### config.mk
export PLATFORM = sky130hd
export DESIGN_NAME = fsu_float_out
export DESIGN_NICKNAME = d
export VERILOG_FILES = /design/src/hdl/fsu_pkg.sv /design/src/hdl/fsu_float_out.sv
export SDC_FILE = /design/constraint.sdc
export NUM_CORES = 1
export LEC_CHECK = 0
export BUFFER_PORTS_ARGS = -buffer_cell sky130_fd_sc_hd__buf_2
export CORE_UTILIZATION = 55
export CTS_BUF_LIST = sky130_fd_sc_hd__clkbuf_4 sky130_fd_sc_hd__clkbuf_8
export DETAILED_ROUTE_END_ITERATION = 10
export GPL_TIMING_DRIVEN = 0
export PLACE_DENSITY = 0.84
export RECOVER_POWER = 50
export SLEW_MARGIN = 20
export SYNTH_ARGS = -nofsm -noshare
export SYNTH_HDL_FRONTEND = slang
export SYNTH_SLANG_ARGS = --single-unit
### constraint.sdc
create_clock -name clk -period 5 [get_ports clk]
set_input_delay 0.25 -clock clk [delete_from_list [all_inputs] [get_ports clk]]
set_output_delay 0.25 -clock clk [all_outputs]
set_load 0.01 [all_outputs]
### src/hdl/fsu_pkg.sv
// Shared constants and types of the filterbank sample unpacker.
package fsu_pkg;

	localparam int MAX_CHANNELS = 4096;
	localparam int BANK_BYTES = 4 * MAX_CHANNELS;
	localparam int MEM_DEPTH = 2 * BANK_BYTES;
	localparam int POS_W = $clog2(BANK_BYTES);
	localparam int MEM_AW = POS_W + 1;
	localparam int CH_W = 12;
	localparam int CNT_W = 13;
	localparam int CFG_W = 13;
	localparam int IDX_W = 2;

	localparam logic [IDX_W-1:0] REG_WIDTH = 2'd0;
	localparam logic [IDX_W-1:0] REG_CHANNELS = 2'd1;
	localparam logic [IDX_W-1:0] REG_SIGNED = 2'd2;

	typedef enum logic [2:0] {
		WIDTH_1,
		WIDTH_2,
		WIDTH_4,
		WIDTH_8,
		WIDTH_16,
		WIDTH_FLOAT
	} width_code_t;

	typedef struct packed {
		logic emit;
		width_code_t code;
		logic sgn;
		logic [CH_W-1:0] ch_base;
		logic [2:0] last_k;
	} fsu_item_t;

	typedef struct packed {
		logic pass;
		logic neg;
		logic [31:0] word;
		logic [CH_W-1:0] channel;
		logic spec_end;
		logic last;
	} fsu_rec_t;

endpackage

### src/hdl/fsu_float_out.sv
// Integer to IEEE single conversion and the registered result port.
module fsu_float_out import fsu_pkg::*; (
	input  logic            clk,
	input  logic            arst_n,
	input  logic            rec_valid,
	input  fsu_rec_t        rec,
	output logic            rec_ready,
	output logic            out_valid,
	input  logic            out_stall,
	output logic [31:0]     sample_value,
	output logic [CH_W-1:0] channel_index,
	output logic            spectrum_end,
	output logic            run_last
);

	logic            valid_s2;
	fsu_rec_t        rec_s2;
	logic            out_valid_q;
	logic [31:0]     value_q;
	logic [CH_W-1:0] channel_q;
	logic            end_q;
	logic            last_q;
	logic            out_load;
	logic [15:0]     mag;
	logic [3:0]      msb;
	logic [15:0]     norm;
	logic [7:0]      expo;
	logic [31:0]     value;

	assign out_load = !out_valid_q || !out_stall;
	assign rec_ready = !valid_s2 || out_load;

	always_ff @(posedge clk or negedge arst_n) begin
		if (!arst_n) begin
			valid_s2 <= 1'b0;
			out_valid_q <= 1'b0;
		end else begin
			if (rec_ready) begin
				valid_s2 <= rec_valid;
			end
			if (out_load) begin
				out_valid_q <= valid_s2;
			end
		end
	end

	always_ff @(posedge clk) begin
		if (rec_ready && rec_valid) begin
			rec_s2 <= rec;
		end
		if (out_load && valid_s2) begin
			value_q <= value;
			channel_q <= rec_s2.channel;
			end_q <= rec_s2.spec_end;
			last_q <= rec_s2.last;
		end
	end

	always_comb begin
		mag = rec_s2.word[15:0];
		msb = 4'd0;
		for (int i = 0; i < 16; i++) begin
			if (mag[i]) begin
				msb = 4'(i);
			end
		end
		norm = mag << (4'd15 - msb);
		expo = 8'd127 + {4'd0, msb};
		if (rec_s2.pass) begin
			value = rec_s2.word;
		end else if (mag == 16'd0) begin
			value = 32'd0;
		end else begin
			value = {rec_s2.neg, expo, norm[14:0], 8'd0};
		end
	end

	assign out_valid = out_valid_q;
	assign sample_value = value_q;
	assign channel_index = channel_q;
	assign spectrum_end = end_q;
	assign run_last = last_q;

endmodule

-- Word-level counts from Yosys, hierarchy flattened
Cells that the tools add are included.
- logic and storage cells: 40
- register bits: 96
- input bits: 52
- output and inout port bits: 48
- reductions and logical operators: 8
- $add $sub $neg: 2
- multiplexer cells: 17
- shift operators: 1
- operators with widths (kind ; count):
    $mux 32 ; 2
    $mux 4 ; 14
    $logic_not 16->1 ; 1
    $shl 16x4->15 ; 1
    $add 7x4->8 const A ; 1
    $sub 4x4->4 const A ; 1
    $logic_not 1->1 ; 3
    $logic_and 1x1->1 ; 2
    $logic_or 1x1->1 ; 2
    $mux 1 ; 1

-- Longest topological paths before layout
Gate-level depths: netlist of the first run.
- depth in word-level cells: 19
- gate-level depth with buffers: 10
- depth with buffers taken out: 8

-- Worst setup path before layout of the first run
OpenSTA, ideal clock, no wires.
- path type: flip-flop to flip-flop
- start point: register out_valid_q, in the netlist out_valid
- end point: register channel_q[0], in the netlist channel_index[0], enable pin
- slack: 0.705 ns
- data required time: 4.480 ns
- arrival time: 3.776 ns
- buffers on the path: 0
- period minus slack after synthesis: 4.295 ns
- stages on the path, launching flop included: 2
- setup time: 0.520 ns
- cell sequence: dfrtp_1 -> a21boi_0
- word-level cells in the longest chain between the ends: 3
- ends and longest elaborated chain (what ; line ; text):
    from (decl) ; fsu_float_out.sv:18 ; logic out_valid_q;
    from (signal assigned) ; fsu_float_out.sv:42 ; out_valid_q <= valid_s2;
    $logic_not 1->1 ; fsu_float_out.sv:30 ; assign out_load = !out_valid_q || !out_stall;
    $logic_or 1x1->1 ; fsu_float_out.sv:30 ;
    $logic_and 1x1->1 ; fsu_float_out.sv:51 ; if (out_load && valid_s2) begin
    to (signal assigned) ; fsu_float_out.sv:53 ; channel_q <= rec_s2.channel;
    to (decl) ; fsu_float_out.sv:20 ; logic [CH_W-1:0] channel_q;
No other way between the ends.
A chain may end at the register's enable or synchronous reset.

-- Worst setup path after layout of the first run
- start point: register rec_s2 (netlist bit mag[15])
- end point: register value_q[21], in the netlist sample_value[21] (data pin)
- word-level cells in the longest chain between the ends: 5
- elaborated cells between the ends (all ways): 6
- those cells by class: 1 x add/sub; 1 x shift; 3 x mux; 1 x reduce/logical
- ends and longest elaborated chain (what ; line ; text):
    from (decl) ; fsu_float_out.sv:17 ; fsu_rec_t rec_s2;
    from (signal assigned) ; fsu_float_out.sv:49 ; rec_s2 <= rec;
    $mux 4 ; fsu_float_out.sv:63 ; if (mag[i]) begin
    $sub 4x4->4 ; fsu_float_out.sv:67 ; norm = mag << (4'd15 - msb);
    $shl 16x4->15 ; fsu_float_out.sv:67 ;
    $mux 32 (*) ; fsu_float_out.sv:71 ; end else if (mag == 16'd0) begin
    $mux 32 (*) ; fsu_float_out.sv:69 ; if (rec_s2.pass) begin
    named net value[21] ; fsu_float_out.sv:28 ; logic [31:0] value;
    to (signal assigned) ; fsu_float_out.sv:52 ; value_q <= value;
    to (decl) ; fsu_float_out.sv:19 ; logic [31:0] value_q;
Mark *: on every way through the listed nets, which the timed path passes. The rest lies on a longest branch.

==> results of run 1 <==
[layer usage]
layer  wire length, um  global-route usage  vias to the layer above
li1                  -                   -                     1380
met1              4161              0.3352                     1375
met3               665             0.05210                       14
met2              4901              0.4497                      159
met5                 0                   0                        -
met4               167             0.09668                        0
[where the power goes]
group          switching (uW)  internal, uW  total (uW)
sequential               26.2           958         985
clock                     296           241         538
combinational             156          96.3         253
total                     479          1300        1770
[worst max path at each step]
stage | end | from | cells past startpoint
2_1_floorplan | channel_index[0]$_DFFE_PP_ | out_valid$_DFFE_PN0P_ | 1
3_3_place_gp | sample_value[19]$_DFFE_PP_ | out_stall | 2
3_5_place_dp | sample_value[15]$_DFFE_PP_ | mag[11]$_DFFE_PP_ | 7
4_1_cts | sample_value[15]$_DFFE_PP_ | mag[11]$_DFFE_PP_ | 7
5_1_grt | sample_value[21]$_DFFE_PP_ | mag[15]$_DFFE_PP_ | 9
6_report | sample_value[21]$_DFFE_PP_ | mag[15]$_DFFE_PP_ | 9
[layout by cell type (no fill, tap or decap), drive strengths merged, types with 3 or more instances in the layout]
cell,synthesis,layout
nand2,33,33
and2,9,9
a21oi,9,9
o31ai,8,8
a31oi,4,4
edfxtp,94,94
nor4,6,6
o21ai,22,22
a211oi,5,5
nor3,5,5
a2111oi,3,3
clkbuf,5,62
nor2,20,20
nand2b,4,4
a21o,5,5
inv,9,11
a22o,4,4
mux2i,12,12
buf,10,64
[flip-flops by register name, summed over array words and instances (netlist names)]
register,flops
valid_s2,1
sample_value,32
spectrum_end,1
rec_s2,32
channel_index,12
run_last,1
out_valid,1
mag,16
[kinds of logic (layout without fill, tap and decap cells)]
kind of cell               count (synthesis)  after routing
muxes                                     13             13
buffers and inverters                     24            143
xor gates and xnor gates                   1              1
AOI/OAI and AO/OA                         77             77
DFF                                       96             96
adders and majority gates                  2              2
and+or+nand+nor                           87             87
[final cells by class]
class	instances	share of cell area
Inverter	9	0.008122
Multi-Input combinational cell	180	0.2422
Buffer	15	0.01674
Clock buffer	9	0.02437
Clock inverter	7	0.01772
Timing Repair Buffer	103	0.1014
Sequential cell	96	0.5651
Tap cell	99	0.02437
[through the flow]
stage,worst slack [ns],utilization
after global placement,-0.4438,0.6614
after floorplan,0.7048,-
after CTS,2.108,0.7032
after detailed placement,2.138,0.6726
final,2.045,0.6935
after global routing,1.904,0.6935
[repair_timing]
action | 4_1_cts | 5_1_grt
endpoints found under the hold margin | 2 | 0
hold buffers | 1 | 0
setup buffers | 0 | 0
==> summary.md, run 1 <==
| Metric | Value |
|---|---|
| Power Density | around 350 nW/um2 |
| Crit Path Max Fanout | 10 |
| CTS Buf Count | 9 |
| R2r endpoint | sample_value[21]$_DFFE_PP_ |
| Flop2flop setup slack | roughly 2.0 ns |
| Slew at the pin with the worst max-slew slack | approximately 1.5 ns |
| P_leak | 0.001870 uW |
| Hpwl dp | between 7000 and 8000 um |
| Clk sinks | 96 |
| Storage element area | between 2000 and 3000 um2 |
| Crit. End Element | flop |
| Tmin final | ~3.0 ns |
| Hold path endpoint | rec_s2[7]$_DFFE_PP_ |
| Clock skew | between 0.01 and 0.015 ns |
| Core box area | roughly 7300 um2 |
| Failing checks | max-capacitance violations, max-slew violations |
| YS warnings | 0 |
| Complex-gate fraction of the synthesized area | 0.1367 |
| Setup violators final | 0 |
| Clock buffer depth | 2 |
| Multiplexer share of the synthesized area | 0.03698 |
| Reg clk slew, reported paths | ~0.1 ns |
| Final Total Pwr | around 1800 uW |
| Main combinational cell family by area after synthesis | compound AO/OA/AOI/OAI gates |
| Fillers | 545 |
| Die Wd | approximately 90 um |
| Hold WS | approximately 0.038 ns |
| Fin cells | 518 |
| Outcome | finished, violations left |
| Die Ht | between 80 and 90 um |
| First-pass DRT Iterations | 5 |
| Vias in the first global route | roughly 2.7k |
| Cells after DPL | ~500 |
| Congestion Overflow GR | 0 |
| Synth top area share | 0.6675 |
| Worst path cell trace | buf_4 > nor2_1 > o31ai_1 > a21o_1 > inv_2 > buf_2 > a31oi_1 > a211oi_1 > o31ai_1 |
| CP Launch Type | flop |
| Multi-input logic area | 1231 um2 |
| Most instantiated cells after synthesis | edfxtp_1, nand2_1, nor2_1 |
| Vias | around 3k |
| CP Class | reg -> reg |
| Peak VDD IR | approximately 210 uV |
| Worst hold path class | in -> reg |
| Main area contributors after synthesis | edfxtp_1, nand2_1, mux2i_1 |
| Min-Delay Path Depth | 1 |
| FF-to-FF path depth | 9 |
| Final GP Congestion | 0.9516 |
| Routed WL per cell | approximately 19 um |
| R2R Path Start | mag[15]$_DFFE_PP_ |
| RSZ-0062 raised after global routing | false |
| Drt first-iter violations | 263 |
| Maxcap violations | 1 |
| Post-Syn Instances | 300 |
| Synthesized flop and latch total | 96 |
| Synthesized Nets | around 350 |
| WP buf/inv | 3 |
| Die Area | a little over 8000 um2 |
| Final net count | ~470 |
| Worst Path Arrival | 3.07 ns |
| Mapped Area | roughly 4200 um2 |
| Initial antenna violation count | 0 |
| Post-Synth XOR/XNOR Area | 0.002071 |
| Post-Synth Adder-Cell Area | 0.005917 |
| Rows | 31 |
| # IOs | 100 |
| Vias/cell | around 5.7 |
| Final TNS setup | 0 ns |
| Slowest CP cell | edfxtp_1 |
| Register area share after synthesis | 0.6793 |
| Share of cells above drive strength 1 | 0.2506 |
| Worst slew margin | -0.04204 |
| Worst skew pair latency | 0.38 ns |
| Crit path top cell by count | o31ai_1 |
| Main synth FF type | edfxtp_1 |
| Port Buffers | 99 |
| Most common cell in the netlist | edfxtp_1 |
| CP delay by family, top | compound AO/OA/AOI/OAI gates |
| CTS-repair resized insts | 0 |
| Htree depth | 3 |
| Gr usage total | 0.2634 |
| Area delta synth->final | 20.21% |
| Fin crit share | 0.5909 |
| CTS tree | done |
| Avg Synthesized Cell Area | 14.10 um2 |
| Drc violations | 0 |
| Max Fclk | about 340 MHz |
| CTS Root Cell | clkbuf_8 |
| Required @ worst endpoint | 5.11 ns |
| Largest area contributor in the netlist | edfxtp_1 |
| Post-route ant nets | 0 |
| Distinct cells, synth | about 60 |
| Ant diodes | 0 |
| First-pass GRT wire length | ~15000 um |
| Number of flops mapped to enable cells by yosys | 94 |
| Simple-gate share of the synthesized area | 0.1092 |
| Initial core utilization | 0.5769 |
| Largest net degree at the start of global routing | 27 |
| Final hold vios | 0 |
| Total wire length | 9895 um |
| Post-synth ARST share | 0.02083 |
| Placed inst area | roughly 5000 um2 |
| CP peak stage delay | roughly 0.5 ns |
| Hold Startpoint | rec[7] |
| Slew Limit Fails | 9 |
| Finished layout cell area | slightly above 5000 um2 |
(Power assumes the default switching activity.)
==> run 2, diff against run 1 <==
==> constraint.sdc (replaced) <==
create_clock -name clk -period 3 [get_ports clk]
set_input_delay 0.15 -clock clk [delete_from_list [all_inputs] [get_ports clk]]
set_output_delay 0.15 -clock clk [all_outputs]
set_load 0.01 [all_outputs]
==> summary.md, run 2 (synthesized netlist as in run 1, its figures left out) <==
| Metric | Value |
|---|---|
| Outcome | finished, violations left |
| Failing checks | max-capacitance violations, max-slew violations |
| CP Launch Type | flop |
| Clock skew | 0.01371 ns (+0.002138 ns) |
| Switch Pwr | 767.9 uW (+60%) |
| CP Class | reg -> reg |
| Post-route ant nets | 0 (unchanged) |
| Initial antenna violation count | 0 (unchanged) |
| CTS Root Cell | clkbuf_8 |
| Reg clk slew, reported paths | 0.10 ns (about the same) |
| Setup violators final | 0 (unchanged) |
| Vias | 3186 (+8.8%) |
| Clk sinks | 96 (unchanged) |
| Comb pwr share | 0.166 (+0.024) |
| Maxcap violations | 1 (unchanged) |
| Vias/cell | 5.609 (-0.77%) |
| First-pass GRT wire length | 16330 um (+11%) |
| Crit Path Max Fanout | 9 (-1) |
| CP delay by family, top | compound AO/OA/AOI/OAI gates |
| Rows | 31 (unchanged) |
| Final Total Pwr | 2893 uW (+63%) |
| Placed inst area | 4943 um2 (+0.25%) |
| Htree depth | 3 (unchanged) |
| Slew at the pin with the worst max-slew slack | 1.655 ns (+0.1061 ns) |
| First-pass DRT Iterations | 5 (unchanged) |
| Crit. End Element | flop |
| Power Density | 520.3 nW/um2 (+49%) |
| CTS tree | done |
| Clock buffer depth | 2 (unchanged) |
| Core box area | 7331 um2 (unchanged) |
| Finished layout cell area | 5562 um2 (+9.4%) |
| Required @ worst endpoint | 3.10 ns (-2.01 ns) |
| Total wire length | 10840 um (+9.5%) |
| Drt first-iter violations | 306 (+16%) |
| Vias in the first global route | 3155 (+15%) |
| RSZ-0062 raised after global routing | false |
| Final hold vios | 0 (unchanged) |
| Port Buffers | 99 (unchanged) |
| Initial core utilization | 0.5769 (unchanged) |
| Metal2 WL | 5572 um (+14%) |
| Cell internal pwr | 2126 uW (+64%) |
| Ant diodes | 0 (unchanged) |
| Gr usage total | 0.2878 (+0.02439) |
| Congestion Overflow GR | 0 (unchanged) |
| Most frequent cells in the layout | edfxtp_1, clkbuf_1, buf_2 |
| Routed met1 length | 4255 um (+2.3%) |
| Hpwl dp | 7167 um (about the same) |
| Fin cells | 568 (+9.7%) |
| Slowest CP cell | nor4_4 |
| Worst slew margin | -0.1134 (-0.07135) |
| Worst Path Arrival | 2.88 ns (-0.19 ns) |
| Share of cells above drive strength 1 | 0.2260 (-0.02458) |
| Peak VDD IR | 380.0 uV (+84%) |
| Reg power frac | 0.568 (+0.013) |
| Area delta synth->final | 31.51% |
| Max Fclk | 359.7 MHz (+6.3%) |
| Die Area | 8044 um2 (unchanged) |
| CP peak stage delay | 0.46 ns (-0.03 ns) |
| Drc violations | 0 (unchanged) |
| Clock share of power | 0.266 (-0.037) |
| Final TNS setup | 0 ns (unchanged) |
| Die Ht | 89.69 um (unchanged) |
| Final GP Congestion | 0.8835 (-7.2%) |
| CTS Buf Count | 9 (unchanged) |
| Die Wd | 89.69 um (unchanged) |
| Final net count | 518 (+11%) |
| Largest net degree at the start of global routing | 27 (unchanged) |
| Cells after DPL | 501 (unchanged) |
| Routed WL per cell | 19.08 um (-0.12%) |
| Switching share of power | 0.2654 (-0.004444) |
| # IOs | 100 (unchanged) |
| Worst hold path class | in -> reg |
| P_leak | 0.002063 uW (+10%) |
| Final Util | 0.7587 (+0.06520) |
| Most common cell after layout, fill and taps aside | edfxtp_1 |
| Met3 routed wirelength | 743 um (+12%) |
| Slew Limit Fails | 8 (-1) |
| Fin crit share | 0.9268 (+0.3358) |
| Tmin final | 2.780 ns (-0.1744 ns) |
| Worst path cell trace | clkbuf_1 > nor4_4 > a31oi_4 > inv_8 > mux2i_2 > mux2i_1 > a221o_1 |
| Top layer in use | met4 |
| Worst skew pair latency | 0.36 ns (-0.02 ns) |
| WP buf/inv | 2 (-1) |
-- run 2: cell count changes in the layout (fill, tap and decap cells not counted), sizes merged --
cell and delta:
dlygate4sd3 +48, clkbuf +3, bufinv -1, clkinv -1
clkinvlp +1
-- run 2: layout make-up --
type,instances,area [um2]
clock buffer,10,131.4
inverter,9,41.29
timing repair buffer,153,1021
clock inverter,6,51.30
multi-input combinational,180,1235
fill,481,1769
buffer,15,85.08
sequential,96,2873
tap,99,123.9
-- run 2: worst reg2reg max path, stage by stage (launching register included) --
cell,delay [ns]
edfxtp_1,0.36
clkbuf_1,0.24
nor4_4,0.46
a31oi_4,0.29
inv_8,0.20
mux2i_2,0.37
mux2i_1,0.22
a221o_1,0.38
-- run 2: repair_timing --
item,4_1_cts,5_1_grt
setup buffers,0,2
hold buffers,49,0
endpoints found under the setup margin,0,2
gates resized for setup,0,1
hold endpoints to repair,50,0
-- run 2: per-layer routing --
metal  vias up  track usage
li1       1483            -
met1      1510       0.3581
met2       168       0.5007
met3        25      0.04936
met4         0       0.1169
met5         -            0
-- run 2: path summary, 6_finish.rpt --
path,start,end,slack (ns),depth (start not counted)
min in group asynchronous,arst_n,valid_s2$_DFFE_PN0N_,0.13,2
hold / removal,rec_valid,valid_s2$_DFFE_PN0N_,0.02,2
setup reg to reg,mag[9]$_DFFE_PP_,sample_value[15]$_DFFE_PP_,0.22,7
max in group asynchronous,arst_n,out_valid$_DFFE_PN0P_,2.72,2
setup / recovery,mag[9]$_DFFE_PP_,sample_value[15]$_DFFE_PP_,0.22,7
hold reg to reg,rec_s2[4]$_DFFE_PP_,channel_index[2]$_DFFE_PP_,0.43,0
-- run 2: through the flow --
step	setup slack (ns)	hold WS (ns)
2_1_floorplan	0.6791	-0.1456
3_3_place_gp	0.1365	-0.06367
3_5_place_dp	0.1831	-0.05276
4_1_cts	0.1513	0.002267
5_1_grt	0.07388	0.02794
6_report	0.2198	0.02099
-- run 2: power by group through the flow --
stage	clock network (uW)	logic [uW]	registers, uW
floorplan	0	224	1690
global placement	0	402	1670
detailed placement	0	434	1670
CTS	785	484	1640
global route	825	520	1650
finish	770	480	1640
