===== src/hdl/fsu_pkg.sv =====
// Shared constants and types of the filterbank sample unpacker.
package fsu_pkg;

	localparam int MAX_CHANNELS = 4096;
	localparam int BANK_BYTES = 4 * MAX_CHANNELS;
	localparam int MEM_DEPTH = 2 * BANK_BYTES;
	localparam int POS_W = $clog2(BANK_BYTES);
	localparam int MEM_AW = POS_W + 1;
	localparam int CH_W = 12;
	localparam int CNT_W = 13;
	localparam int CFG_W = 13;
	localparam int IDX_W = 2;

	localparam logic [IDX_W-1:0] REG_WIDTH = 2'd0;
	localparam logic [IDX_W-1:0] REG_CHANNELS = 2'd1;
	localparam logic [IDX_W-1:0] REG_SIGNED = 2'd2;

	typedef enum logic [2:0] {
		WIDTH_1,
		WIDTH_2,
		WIDTH_4,
		WIDTH_8,
		WIDTH_16,
		WIDTH_FLOAT
	} width_code_t;

	typedef struct packed {
		logic emit;
		width_code_t code;
		logic sgn;
		logic [CH_W-1:0] ch_base;
		logic [2:0] last_k;
	} fsu_item_t;

	typedef struct packed {
		logic pass;
		logic neg;
		logic [31:0] word;
		logic [CH_W-1:0] channel;
		logic spec_end;
		logic last;
	} fsu_rec_t;

endpackage


===== src/hdl/fsu_unpack.sv =====
// Sample emitter: splits a stored byte into samples and assembles wide samples.
module fsu_unpack import fsu_pkg::*; (
	input  logic            clk,
	input  logic            arst_n,
	input  logic            item_valid,
	input  fsu_item_t       item,
	input  logic [7:0]      rdata,
	input  logic [CH_W-1:0] nm1,
	output logic            item_take,
	output logic            rec_valid,
	output fsu_rec_t        rec,
	input  logic            rec_ready
);

	logic            em_valid_q;
	width_code_t     em_code_q;
	logic            em_signed_q;
	logic [2:0]      em_k_q;
	logic [2:0]      em_last_k_q;
	logic [CH_W-1:0] em_ch_q;
	logic [7:0]      sh_q;
	logic [31:0]     acc_q;
	logic            at_last;
	logic            free;

	assign at_last = (em_k_q == em_last_k_q);
	assign free = !em_valid_q || (rec_ready && at_last);
	assign item_take = item_valid && free;
	assign rec_valid = em_valid_q;

	always_ff @(posedge clk or negedge arst_n) begin
		if (!arst_n) begin
			em_valid_q <= 1'b0;
		end else if (item_take) begin
			em_valid_q <= item.emit;
		end else if (free) begin
			em_valid_q <= 1'b0;
		end
	end

	always_ff @(posedge clk) begin
		if (item_take) begin
			em_code_q <= item.code;
			em_signed_q <= item.sgn;
			em_k_q <= 3'd0;
			em_last_k_q <= item.last_k;
			em_ch_q <= item.ch_base;
			sh_q <= rdata;
			acc_q <= {rdata, acc_q[31:8]};
		end else if (em_valid_q && rec_ready) begin
			em_k_q <= em_k_q + 3'd1;
			em_ch_q <= em_ch_q + CH_W'(1);
			case (em_code_q)
				WIDTH_1: sh_q <= {sh_q[6:0], 1'b0};
				WIDTH_2: sh_q <= {sh_q[5:0], 2'b0};
				WIDTH_4: sh_q <= {sh_q[3:0], 4'b0};
				default: sh_q <= sh_q;
			endcase
		end
	end

	always_comb begin
		rec.pass = 1'b0;
		rec.neg = 1'b0;
		rec.word = 32'd0;
		rec.channel = em_ch_q;
		rec.spec_end = (em_ch_q == nm1);
		rec.last = at_last;
		case (em_code_q)
			WIDTH_1: rec.word = {31'd0, sh_q[7]};
			WIDTH_2: rec.word = {30'd0, sh_q[7:6]};
			WIDTH_4: rec.word = {28'd0, sh_q[7:4]};
			WIDTH_8: begin
				if (em_signed_q && sh_q[7]) begin
					rec.neg = 1'b1;
					rec.word = {24'd0, ~sh_q} + 32'd1;
				end else begin
					rec.word = {24'd0, sh_q};
				end
			end
			WIDTH_16: rec.word = {16'd0, acc_q[31:16]};
			default: begin
				rec.pass = 1'b1;
				rec.word = acc_q;
			end
		endcase
	end

endmodule


===== config.mk =====
export PLATFORM = sky130hd
export DESIGN_NAME = fsu_unpack
export DESIGN_NICKNAME = d
export VERILOG_FILES = /design/src/hdl/fsu_pkg.sv /design/src/hdl/fsu_unpack.sv
export SDC_FILE = /design/constraint.sdc
export NUM_CORES = 1
export LEC_CHECK = 0
export ABC_AREA = 1
export BUFFER_PORTS_ARGS = -buffer_cell sky130_fd_sc_hd__buf_2
export CAP_MARGIN = 25
export CORE_MARGIN = 5
export CORE_UTILIZATION = 52
export CTS_CLUSTER_DIAMETER = 50
export CTS_CLUSTER_SIZE = 25
export DETAILED_ROUTE_END_ITERATION = 6
export HOLD_SLACK_MARGIN = 0.15
export PLACE_DENSITY = 0.85
export SYNTH_ARGS = -nofsm -noshare
export SYNTH_HDL_FRONTEND = slang
export SYNTH_SLANG_ARGS = --single-unit

===== constraint.sdc =====
create_clock -name clk -period 2.5 [get_ports clk]
set_input_delay 0 -clock clk [delete_from_list [all_inputs] [get_ports clk]]
set_output_delay 0 -clock clk [all_outputs]
set_load 0.1 [all_outputs]

## Word level (Yosys, flattened, before mapping)

Index checks and enable logic that the tools add are counted.

| operators by class | value |
|---|---|
| mux-type cells | 12 |
| equal/unequal tests | 6 |
| bitwise operators | 1 |
| $add $sub $neg | 3 |
| reductions and logical operators | 12 |

Operator list:

| kind | number |
|---|---|
| $pmux 32 s5 | 1 |
| $mux 12 | 2 |
| $pmux 8 s3 | 1 |
| $mux 8 | 2 |
| $add 12x1->12 const B | 1 |
| $eq 12x12->1 | 1 |
| $add 8x1->9 const B | 1 |
| $mux 9 | 1 |
| $not 8->8 | 1 |
| $eq 3x2->1 const B | 2 |
| $mux 1 | 5 |
| $reduce_or 5->1 | 1 |
| $logic_and 1x1->1 | 4 |
| $reduce_bool 2->1 | 2 |
| $reduce_bool 4->1 | 1 |
| $add 3x1->3 const B | 1 |
| $eq 3x1->1 const B | 1 |
| $eq 3x3->1 | 1 |
| $eq 3x3->1 const B | 1 |
| $logic_not 3->1 | 1 |
| $reduce_and 2->1 | 1 |
| $logic_not 1->1 | 1 |
| $logic_or 1x1->1 | 1 |

| word-level totals | value |
|---|---|
| word-level logic and storage cells | 42 |
| register bits | 63 |
| input port bits | 44 |

## Longest topological paths before layout

Gate-level depths: netlist of run 1.

| depth | value |
|---|---|
| depth in word-level cells | 6 |
| gate-level depth with buffers | 9 |
| gate-level depth less buffers | 9 |

## Least setup slack after synthesis of run 1

Ideal clock, no wire load.

| timing path | value |
|---|---|
| path kind | register to output |
| start | register em_code_q[0] |
| end | output port rec[22] in the netlist's numbering |
| arrival | 3.038 ns |
| data required time | 2.500 ns |
| path buffers | 1 |
| path slack | -0.538 ns |
| stages on the path, launching flop included | 7 |
| path through | edfxtp_1 > inv_1 > nand2_2 > nor2_4 > inv_1 > buf_2 > o21ai_0 |

RTL lines:

| what | RTL line | text |
|---|---|---|
| start, declared | fsu_unpack.sv:16 | `width_code_t em_code_q;` |
| start signal, assigned | fsu_unpack.sv:43 | `em_code_q <= item.code;` |
| end, declared | fsu_unpack.sv:11 | `output fsu_rec_t rec,` |

==> flow_metrics.tcl, run 1 <==
set metrics [dict create \
    vias 3050 \
    cts.root.buffer_cell "sky130_fd_sc_hd__clkbuf_8" \
    io_pins 94 \
    crit_fanout 17 \
    pwr_density_cell_nw_per_um2 1290 \
    initialDrtViolationCount 215 \
    netlist-cell-type-count 33 \
    die_width_um 90.6 \
    die-area_um2 8220 \
    post_drt_via_cell_ratio 5.25 \
    rr_startpoint "em_code_q[2]$_DFFE_PP_" \
    drive_above_1_share 0.252 \
    ctsResizeCount 0 \
    setup_tns_ns 0 \
    layout.area.seq_um2 1860 \
    finalClockSkew_ns 0.0111 \
    route.antenna.remaining_nets 0 \
    instances_no_fill 581 \
    critical-path-max-stage-delay_ns 0.43 \
    ant_diodes 0 \
    syn_to_final_growth_pct 32.4 \
    synth_warnings 0 \
    clkSlewWorstSetupHoldPaths_ns 0.07 \
    gp_congestion 0.899 \
    first_pass_iters 4 \
    r2r_setup_slack_ns 0.81 \
    num_cts_buffers 9 \
    synth_xor_area_frac 0.0544 \
    floorplan.initialDensity 0.533 \
    antenna_found_initial 0 \
    finalSetupViolCount 0 \
    synth_compound_gate_area_share 0.0588 \
    first_global_vias 3105 \
    post_cts_buffers 0 \
    holdPathEnd "em_last_k_q[2]$_DFFE_PP_" \
    synthAdderAreaFrac 0.0111 \
    routed_wl_um 8660 \
    worst_pin_slew_ns 0.499 \
    timing.max_slew.rel_slack 0.669 \
    dp.final_hpwl_um 5950 \
    track_usage 0.220 \
    synth_edf_count 59 \
    clkSinkCount 63 \
    finalNetCount 546 \
    synth_simple_gate_area_share 0.250 \
    synth.ff_latch_count 63 \
    layout_worst_path_cycle_share 0.879 \
    syn-instance-count 370 \
    rsz0062_at_grt "false" \
    total_power_uw 5790 \
    fp-row-count 29 \
    power.leakage_uw 0.00206 \
    summed_instance_area_of_the_synthesized_netlist_um2 3380 \
    worstSetupPathType "flip-flop to output pin" \
    timing_max_transition_violations_final 0 \
    die_y_um 90.6 \
    cts_tree "done" \
    max_cap_viol_count 0 \
    critical_path.slowest_cell "sky130_fd_sc_hd__buf_2" \
    cts_hold_repair.buffers 33 \
    final_routed_wire_length_divided_by_cell_count_um 14.9 \
    ys.flop_type "sky130_fd_sc_hd__edfxtp_1" \
    buffer_ports.inserted 93 \
    clock_path_buffers 2 \
    ys_seq_area_frac 0.549 \
    async_flop_share 0.0159 \
    result_of_the_run "completed" \
    dpl.cell_count 532 \
    min_from "item[2]" \
    fill_cells 476 \
    hold_path_depth 2 \
    max-vdd-ir-drop_v 0.00132 \
    synth_mux_area_frac 0 \
    core_area_um2 6350 \
    avg_synthesized_cell_area_um2 9.14 \
    worstPathArrival_ns 2.20 \
    most_common_library_cell_in_the_layout_ignoring_fill_and_taps "sky130_fd_sc_hd__nand2_1" \
    layout.cells.most_common_list "sky130_fd_sc_hd__nand2_1 (101), sky130_fd_sc_hd__buf_2 (93), sky130_fd_sc_hd__edfxtp_1 (59)" \
    ff_to_ff_path_depth 6 \
    timing.critical_path.required_ns 2.50 \
    synth_top_family_by_area "simple AND/OR/NAND/NOR gates" \
    syn-num-nets 417 \
    endpoint_kind "output pin" \
    grt_max_degree 37 \
    rr_endpoint "sh_q[2]$_DFFE_PP_" \
    final.min_clock_period_ns 2.20 \
    hold_path.class "primary input to flip-flop" \
    area_of_the_multi_input_gates_um2 1270 \
    global_route_wire_length_before_repair_um 14700 \
    critical_path.cell_chain "inv_1, nand2_2, nand2_2, inv_2, nand2_1, o21ai_0, inv_1, nand4_1, buf_2" \
    cts.htree.levels 3 \
    insertion_delay_to_the_later_sink_of_the_worst_skew_pair_ns 0.34 \
    grt-ovfl-total 0 \
    route.detailed.drc 0 \
    final_hold_viol_count 0 \
    worstSetupStartpointType "flip-flop" \
    max_freq_ghz 0.455 \
]
[metrics by stage]
| stage | utilization | worst slack (ns) | area, µm² | hold slack [ns] |
|---|---|---|---|---|
| finish | 0.705 | 0.304 | 4480 | 0.374 |
| global route | 0.705 | 0.0721 | 4480 | 0.375 |
| detailed placement | 0.616 | 0.662 | 3910 | -0.222 |
| CTS | 0.705 | 0.291 | 4480 | 0.357 |
| floorplan | - | -0.538 | 3390 | -0.296 |
| global placement | 0.616 | 0.759 | 3910 | -0.224 |
[worst max-delay path, delay by kind of cell (launching register included)]
family | cells | cell delay [ns]
compound gates | 1 | 0.08
buf+inv | 4 | 0.88
flops | 1 | 0.40
simple gates | 4 | 0.49
[cell type report]
type                            count  share of cell area
Clock buffer                        9              0.0277
Clock inverter                      7              0.0249
Inverter                           48              0.0411
Multi-Input combinational cell    247               0.283
Sequential cell                    63               0.415
Tap cell                           77              0.0215
Timing Repair Buffer              130               0.187
[kinds of logic (layout without fill, tap and decap cells)]
kind of cell / count (synthesis) / in the layout
and+or+nand+nor: 192 / 192
DFF: 63 / 63
buffers and inverters: 60 / 194
AOI/OAI and AO/OA: 31 / 31
xor gates and xnor gates: 21 / 21
adders and majority gates: 3 / 3
[how the worst max path moves through the flow]
stage / startpoint / to / slack (ns) / depth (start not counted)
after floorplan: em_code_q[0]$_DFFE_PP_ / rec[22] / -0.54 / 6
after global placement: em_code_q[1]$_DFFE_PP_ / rec[14] / 0.76 / 9
after detailed placement: em_code_q[0]$_DFFE_PP_ / rec[14] / 0.66 / 9
after CTS: em_code_q[0]$_DFFE_PP_ / rec[14] / 0.29 / 9
after global routing: em_code_q[1]$_DFFE_PP_ / rec[14] / 0.07 / 9
final: em_code_q[0]$_DFFE_PP_ / rec[14] / 0.30 / 9
[sequential cells by signal, indices dropped and copies added, names as in the netlist]
name         flops
rec_valid        1
em_code_q        3
em_signed_q      1
em_k_q           3
sh_q             8
acc_q           32
em_ch_q         12
em_last_k_q      3
[where the power goes]
part           total, µW  internal [µW]  switching, µW
sequential          1810           1540            268
clock               1050            655            396
combinational       2920            599           2320
total               5790           2800           2990
[layer usage]
layer	GRT usage	share of wire	vias to the layer above
met5	0	0	-
met4	0.103	0.034	0
met3	0.0458	0.061	25
met2	0.384	0.52	147
met1	0.256	0.38	1385
li1	-	-	1493
[Yosys cell counts, types with 2 or more instances]
cell | instances | area, µm²
sky130_fd_sc_hd__xor2_1 | 9 | 78.8
sky130_fd_sc_hd__o221ai_1 | 5 | 43.8
sky130_fd_sc_hd__nor3_1 | 2 | 10.0
sky130_fd_sc_hd__edfxtp_1 | 59 | 1770
sky130_fd_sc_hd__clkbuf_1 | 2 | 7.51
sky130_fd_sc_hd__o211ai_1 | 3 | 22.5
sky130_fd_sc_hd__inv_1 | 46 | 173
sky130_fd_sc_hd__o2111ai_1 | 2 | 17.5
sky130_fd_sc_hd__ha_1 | 3 | 37.5
sky130_fd_sc_hd__nand2_2 | 2 | 12.5
sky130_fd_sc_hd__a21oi_1 | 2 | 10.0
sky130_fd_sc_hd__nor2_4 | 2 | 22.5
sky130_fd_sc_hd__buf_6 | 2 | 22.5
sky130_fd_sc_hd__nor2_2 | 2 | 12.5
sky130_fd_sc_hd__dfxtp_1 | 3 | 60.1
sky130_fd_sc_hd__nand3_2 | 2 | 20.0
sky130_fd_sc_hd__nand3_1 | 41 | 205
sky130_fd_sc_hd__xnor2_1 | 12 | 105
sky130_fd_sc_hd__o21ai_0 | 14 | 70.1
sky130_fd_sc_hd__inv_2 | 2 | 7.51
sky130_fd_sc_hd__buf_4 | 4 | 30.0
sky130_fd_sc_hd__nand2_1 | 101 | 379
sky130_fd_sc_hd__nand4_1 | 7 | 43.8
sky130_fd_sc_hd__o22ai_1 | 3 | 18.8
sky130_fd_sc_hd__nor2_1 | 29 | 109
sky130_fd_sc_hd__buf_2 | 4 | 20.0
No activity file was read; power rests on OpenSTA's default activity.
==> inputs of run 2 (changes only) <==
--- a/config.mk
+++ b/config.mk
@@ -5,16 +5,16 @@
 export SDC_FILE = /design/constraint.sdc
 export NUM_CORES = 1
 export LEC_CHECK = 0
-export ABC_AREA = 1
 export BUFFER_PORTS_ARGS = -buffer_cell sky130_fd_sc_hd__buf_2
 export CAP_MARGIN = 25
 export CORE_MARGIN = 5
-export CORE_UTILIZATION = 52
+export CORE_UTILIZATION = 53
 export CTS_CLUSTER_DIAMETER = 50
 export CTS_CLUSTER_SIZE = 25
 export DETAILED_ROUTE_END_ITERATION = 6
 export HOLD_SLACK_MARGIN = 0.15
-export PLACE_DENSITY = 0.85
+export PLACE_DENSITY = 0.86
+export SLEW_MARGIN = 15
 export SYNTH_ARGS = -nofsm -noshare
 export SYNTH_HDL_FRONTEND = slang
 export SYNTH_SLANG_ARGS = --single-unit
==> run 2 against run 1 <==
Combinational power is 34% higher. Utilization is 4.3 points higher. Die area decreased by 0.42%. Worst setup slack improved by 0.015 ns. Highest routed layer unchanged. Fmax is 0.67% higher. Clock skew decreased by 0.0037 ns. Sequential cell count did not move. Design area is 5.6% higher.
==> flow_metrics.tcl, run 2 <==
set metrics [dict create \
    result_of_the_run "completed" \
    final_critical_path_setup_slack_ns 0.318 \
    most_common_library_cell_in_the_layout_ignoring_fill_and_taps "sky130_fd_sc_hd__buf_2" \
    rr_startpoint "em_last_k_q[1]$_DFFE_PP_" \
    timing_max_transition_violations_final 0 \
    ys_top_cells_by_count "sky130_fd_sc_hd__edfxtp_1 (59), sky130_fd_sc_hd__nand2_1 (52), sky130_fd_sc_hd__o21ai_0 (29)" \
    area_of_the_multi_input_gates_um2 1510 \
    worstPathArrival_ns 2.18 \
    rsz0062_at_grt "false" \
    regMostFlops "acc_q" \
    endpoint_kind "output pin" \
    power.leakage_uw 0.00190 \
    final_hold_viol_count 0 \
    synth_edf_count 59 \
    layout.core_utilization 0.749 \
    hold_path_depth 5 \
    final.min_clock_period_ns 2.18 \
    floorplan.initialDensity 0.543 \
    pwr_density_cell_nw_per_um2 1480 \
    holdPathEnd "em_k_q[0]$_SDFFE_PP0P_" \
    synth_warnings 0 \
    critical_path.slowest_cell "sky130_fd_sc_hd__edfxtp_1" \
    layout_top_registers "acc_q: 32 flops, em_ch_q: 12 flops, sh_q: 8 flops" \
    power.share.sequential 0.297 \
    instances_no_fill 537 \
    timing.max_slew.rel_slack 0.584 \
    route.antenna.remaining_nets 0 \
    placedInstanceArea_um2 4180 \
    max_cap_viol_count 0 \
    min_from "item_valid" \
    p_int_uw 3250 \
    drive_above_1_share 0.298 \
    layout_worst_path_cycle_share 0.873 \
    clock_path_buffers 2 \
    clkSlewWorstSetupHoldPaths_ns 0.07 \
    clkSinkCount 63 \
    synth.ff_latch_count 63 \
    global_route_wire_length_before_repair_um 14900 \
    crit_fanout 9 \
    worstSetupPathType "flip-flop to output pin" \
    finalNetCount 502 \
    first_global_vias 3073 \
    post-place-ws_ns 0.434 \
    final_routed_wire_length_divided_by_cell_count_um 17.3 \
    buffer_ports.inserted 93 \
    hold_path.class "primary input to flip-flop" \
    timing.critical_path.required_ns 2.50 \
    finalSetupViolCount 0 \
    cts.htree.levels 3 \
    synth_largest_type_area_fraction 0.516 \
    summed_instance_area_of_the_synthesized_netlist_um2 3430 \
    cts.root.buffer_cell "sky130_fd_sc_hd__clkbuf_8" \
    ant_diodes 0 \
    layout.cells.most_common_list "sky130_fd_sc_hd__buf_2 (84), sky130_fd_sc_hd__edfxtp_1 (59), sky130_fd_sc_hd__nand2_1 (52)" \
    total_power_uw 7020 \
    syn_to_final_growth_pct 37.8 \
    netlist-cell-type-count 44 \
    cts_tree "done" \
    routed_wl_um 9270 \
    dp.final_hpwl_um 6140 \
    r2r_setup_slack_ns 0.43 \
    gp_congestion 0.908 \
    largest_reg_flops 32 \
    worstSetupStartpointType "flip-flop" \
    io_pins 94 \
    num_cts_buffers 9 \
    yosysMostFrequentCell "sky130_fd_sc_hd__edfxtp_1" \
    route.detailed.drc 0 \
    die-area_um2 8180 \
    max-vdd-ir-drop_v 0.00168 \
    avg_synthesized_cell_area_um2 10.3 \
    critical-path-max-stage-delay_ns 0.55 \
    post-route-cell-area_um2 4730 \
    fp-row-count 29 \
    critical_path.cell_chain "nor3_1, a31oi_1, xnor2_1, o22ai_2, buf_2" \
    worst_pin_slew_ns 0.624 \
    track_usage 0.224 \
    die_y_um 90.5 \
    first_pass_iters 4 \
    switchingPower_uw 3770 \
    insertion_delay_to_the_later_sink_of_the_worst_skew_pair_ns 0.34 \
    vias 3099 \
    syn-num-nets 379 \
    rr_endpoint "sh_q[2]$_DFFE_PP_" \
    ys_seq_area_frac 0.541 \
    power.clock.fraction 0.144 \
    core_area_um2 6310 \
    fill_cells 413 \
    ff_to_ff_path_depth 4 \
    die_width_um 90.5 \
    async_flop_share 0.0159 \
    power_switching_share 0.537 \
    grt_max_degree 61 \
    layout.area.seq_um2 1860 \
    dpl.cell_count 489 \
    post_drt_via_cell_ratio 5.77 \
    grt-ovfl-total 0 \
    share_comb_of_total_power 0.559 \
    syn-instance-count 332 \
    max_freq_ghz 0.458 \
    finalClockSkew_ns 0.00744 \
    ys.flop_type "sky130_fd_sc_hd__edfxtp_1" \
    antenna_found_initial 0 \
    synthDominantAreaCellType "sky130_fd_sc_hd__edfxtp_1" \
    synth.area.top_cells "sky130_fd_sc_hd__edfxtp_1 (52%), sky130_fd_sc_hd__xnor2_1 (6.4%), sky130_fd_sc_hd__nand2_1 (5.7%)" \
    initialDrtViolationCount 299 \
]
## run 2: timing repair
action / in CTS / in global routing
hold endpoints to repair: 40 / 0
setup buffers: 0 / 0
resized for setup: 0 / 0
hold buffers: 32 / 0
## run 2: worst max-delay path, delay by kind of cell (launching register included)
| kind | cells | cell delay [ns] |
|---|---|---|
| simple gates | 1 | 0.35 |
| compound gates | 2 | 0.32 |
| flops | 1 | 0.55 |
| xor+xnor | 1 | 0.17 |
| buf+inv | 1 | 0.45 |
## run 2: layout make-up
type                       instances  area share
multi-input combinational        239       0.320
clock buffer                       9      0.0262
inverter                           7     0.00556
tap                               77      0.0204
timing repair buffer             135       0.213
clock inverter                     7      0.0217
sequential                        63       0.393
## run 2: worst max path at each step
stage                                   startpoint           endpoint
after global routing        em_code_q[2]$_DFFE_PP_            rec[17]
after global placement    em_last_k_q[1]$_DFFE_PP_  sh_q[5]$_DFFE_PP_
after floorplan               em_ch_q[2]$_DFFE_PP_             rec[1]
after detailed placement  em_last_k_q[1]$_DFFE_PP_  sh_q[2]$_DFFE_PP_
final                            sh_q[2]$_DFFE_PP_            rec[20]
after CTS                        sh_q[2]$_DFFE_PP_            rec[20]
## run 2: power by group through the flow
stage | sequential [µW] | clock (µW) | combinational, µW
floorplan | 2740 | 0 | 2330
global placement | 2050 | 0 | 3790
global route | 2120 | 1070 | 4120
detailed placement | 2080 | 0 | 3850
finish | 2080 | 1010 | 3920
CTS | 2070 | 1010 | 3910
## run 2: routing by layer
| metal | global-route usage | up-vias | wire length (µm) |
|---|---|---|---|
| li1 | - | 1454 | - |
| met2 | 0.377 | 182 | 4550 |
| met1 | 0.276 | 1440 | 3590 |
| met5 | 0 | - | 0 |
| met3 | 0.0683 | 23 | 931 |
| met4 | 0.0682 | 0 | 199 |
## run 2: kinds of logic (layout without fill, tap and decap cells)
family	count (synthesis)	after routing	synth area share
buffers and inverters	30	158	0.0368
DFF	63	63	0.541
AOI/OAI and AO/OA	78	78	0.144
xor gates and xnor gates	32	32	0.0817
adders and majority gates	3	3	0.0109
and+or+nand+nor	120	120	0.164
muxes	6	6	0.0215
## run 2: metrics by stage
step                hold slack (ns)  setup TNS [ns]
floorplan                    -0.296         -0.0410
global placement             -0.224               0
detailed placement           -0.223               0
CTS                           0.321               0
global route                  0.364               0
finish                        0.341               0
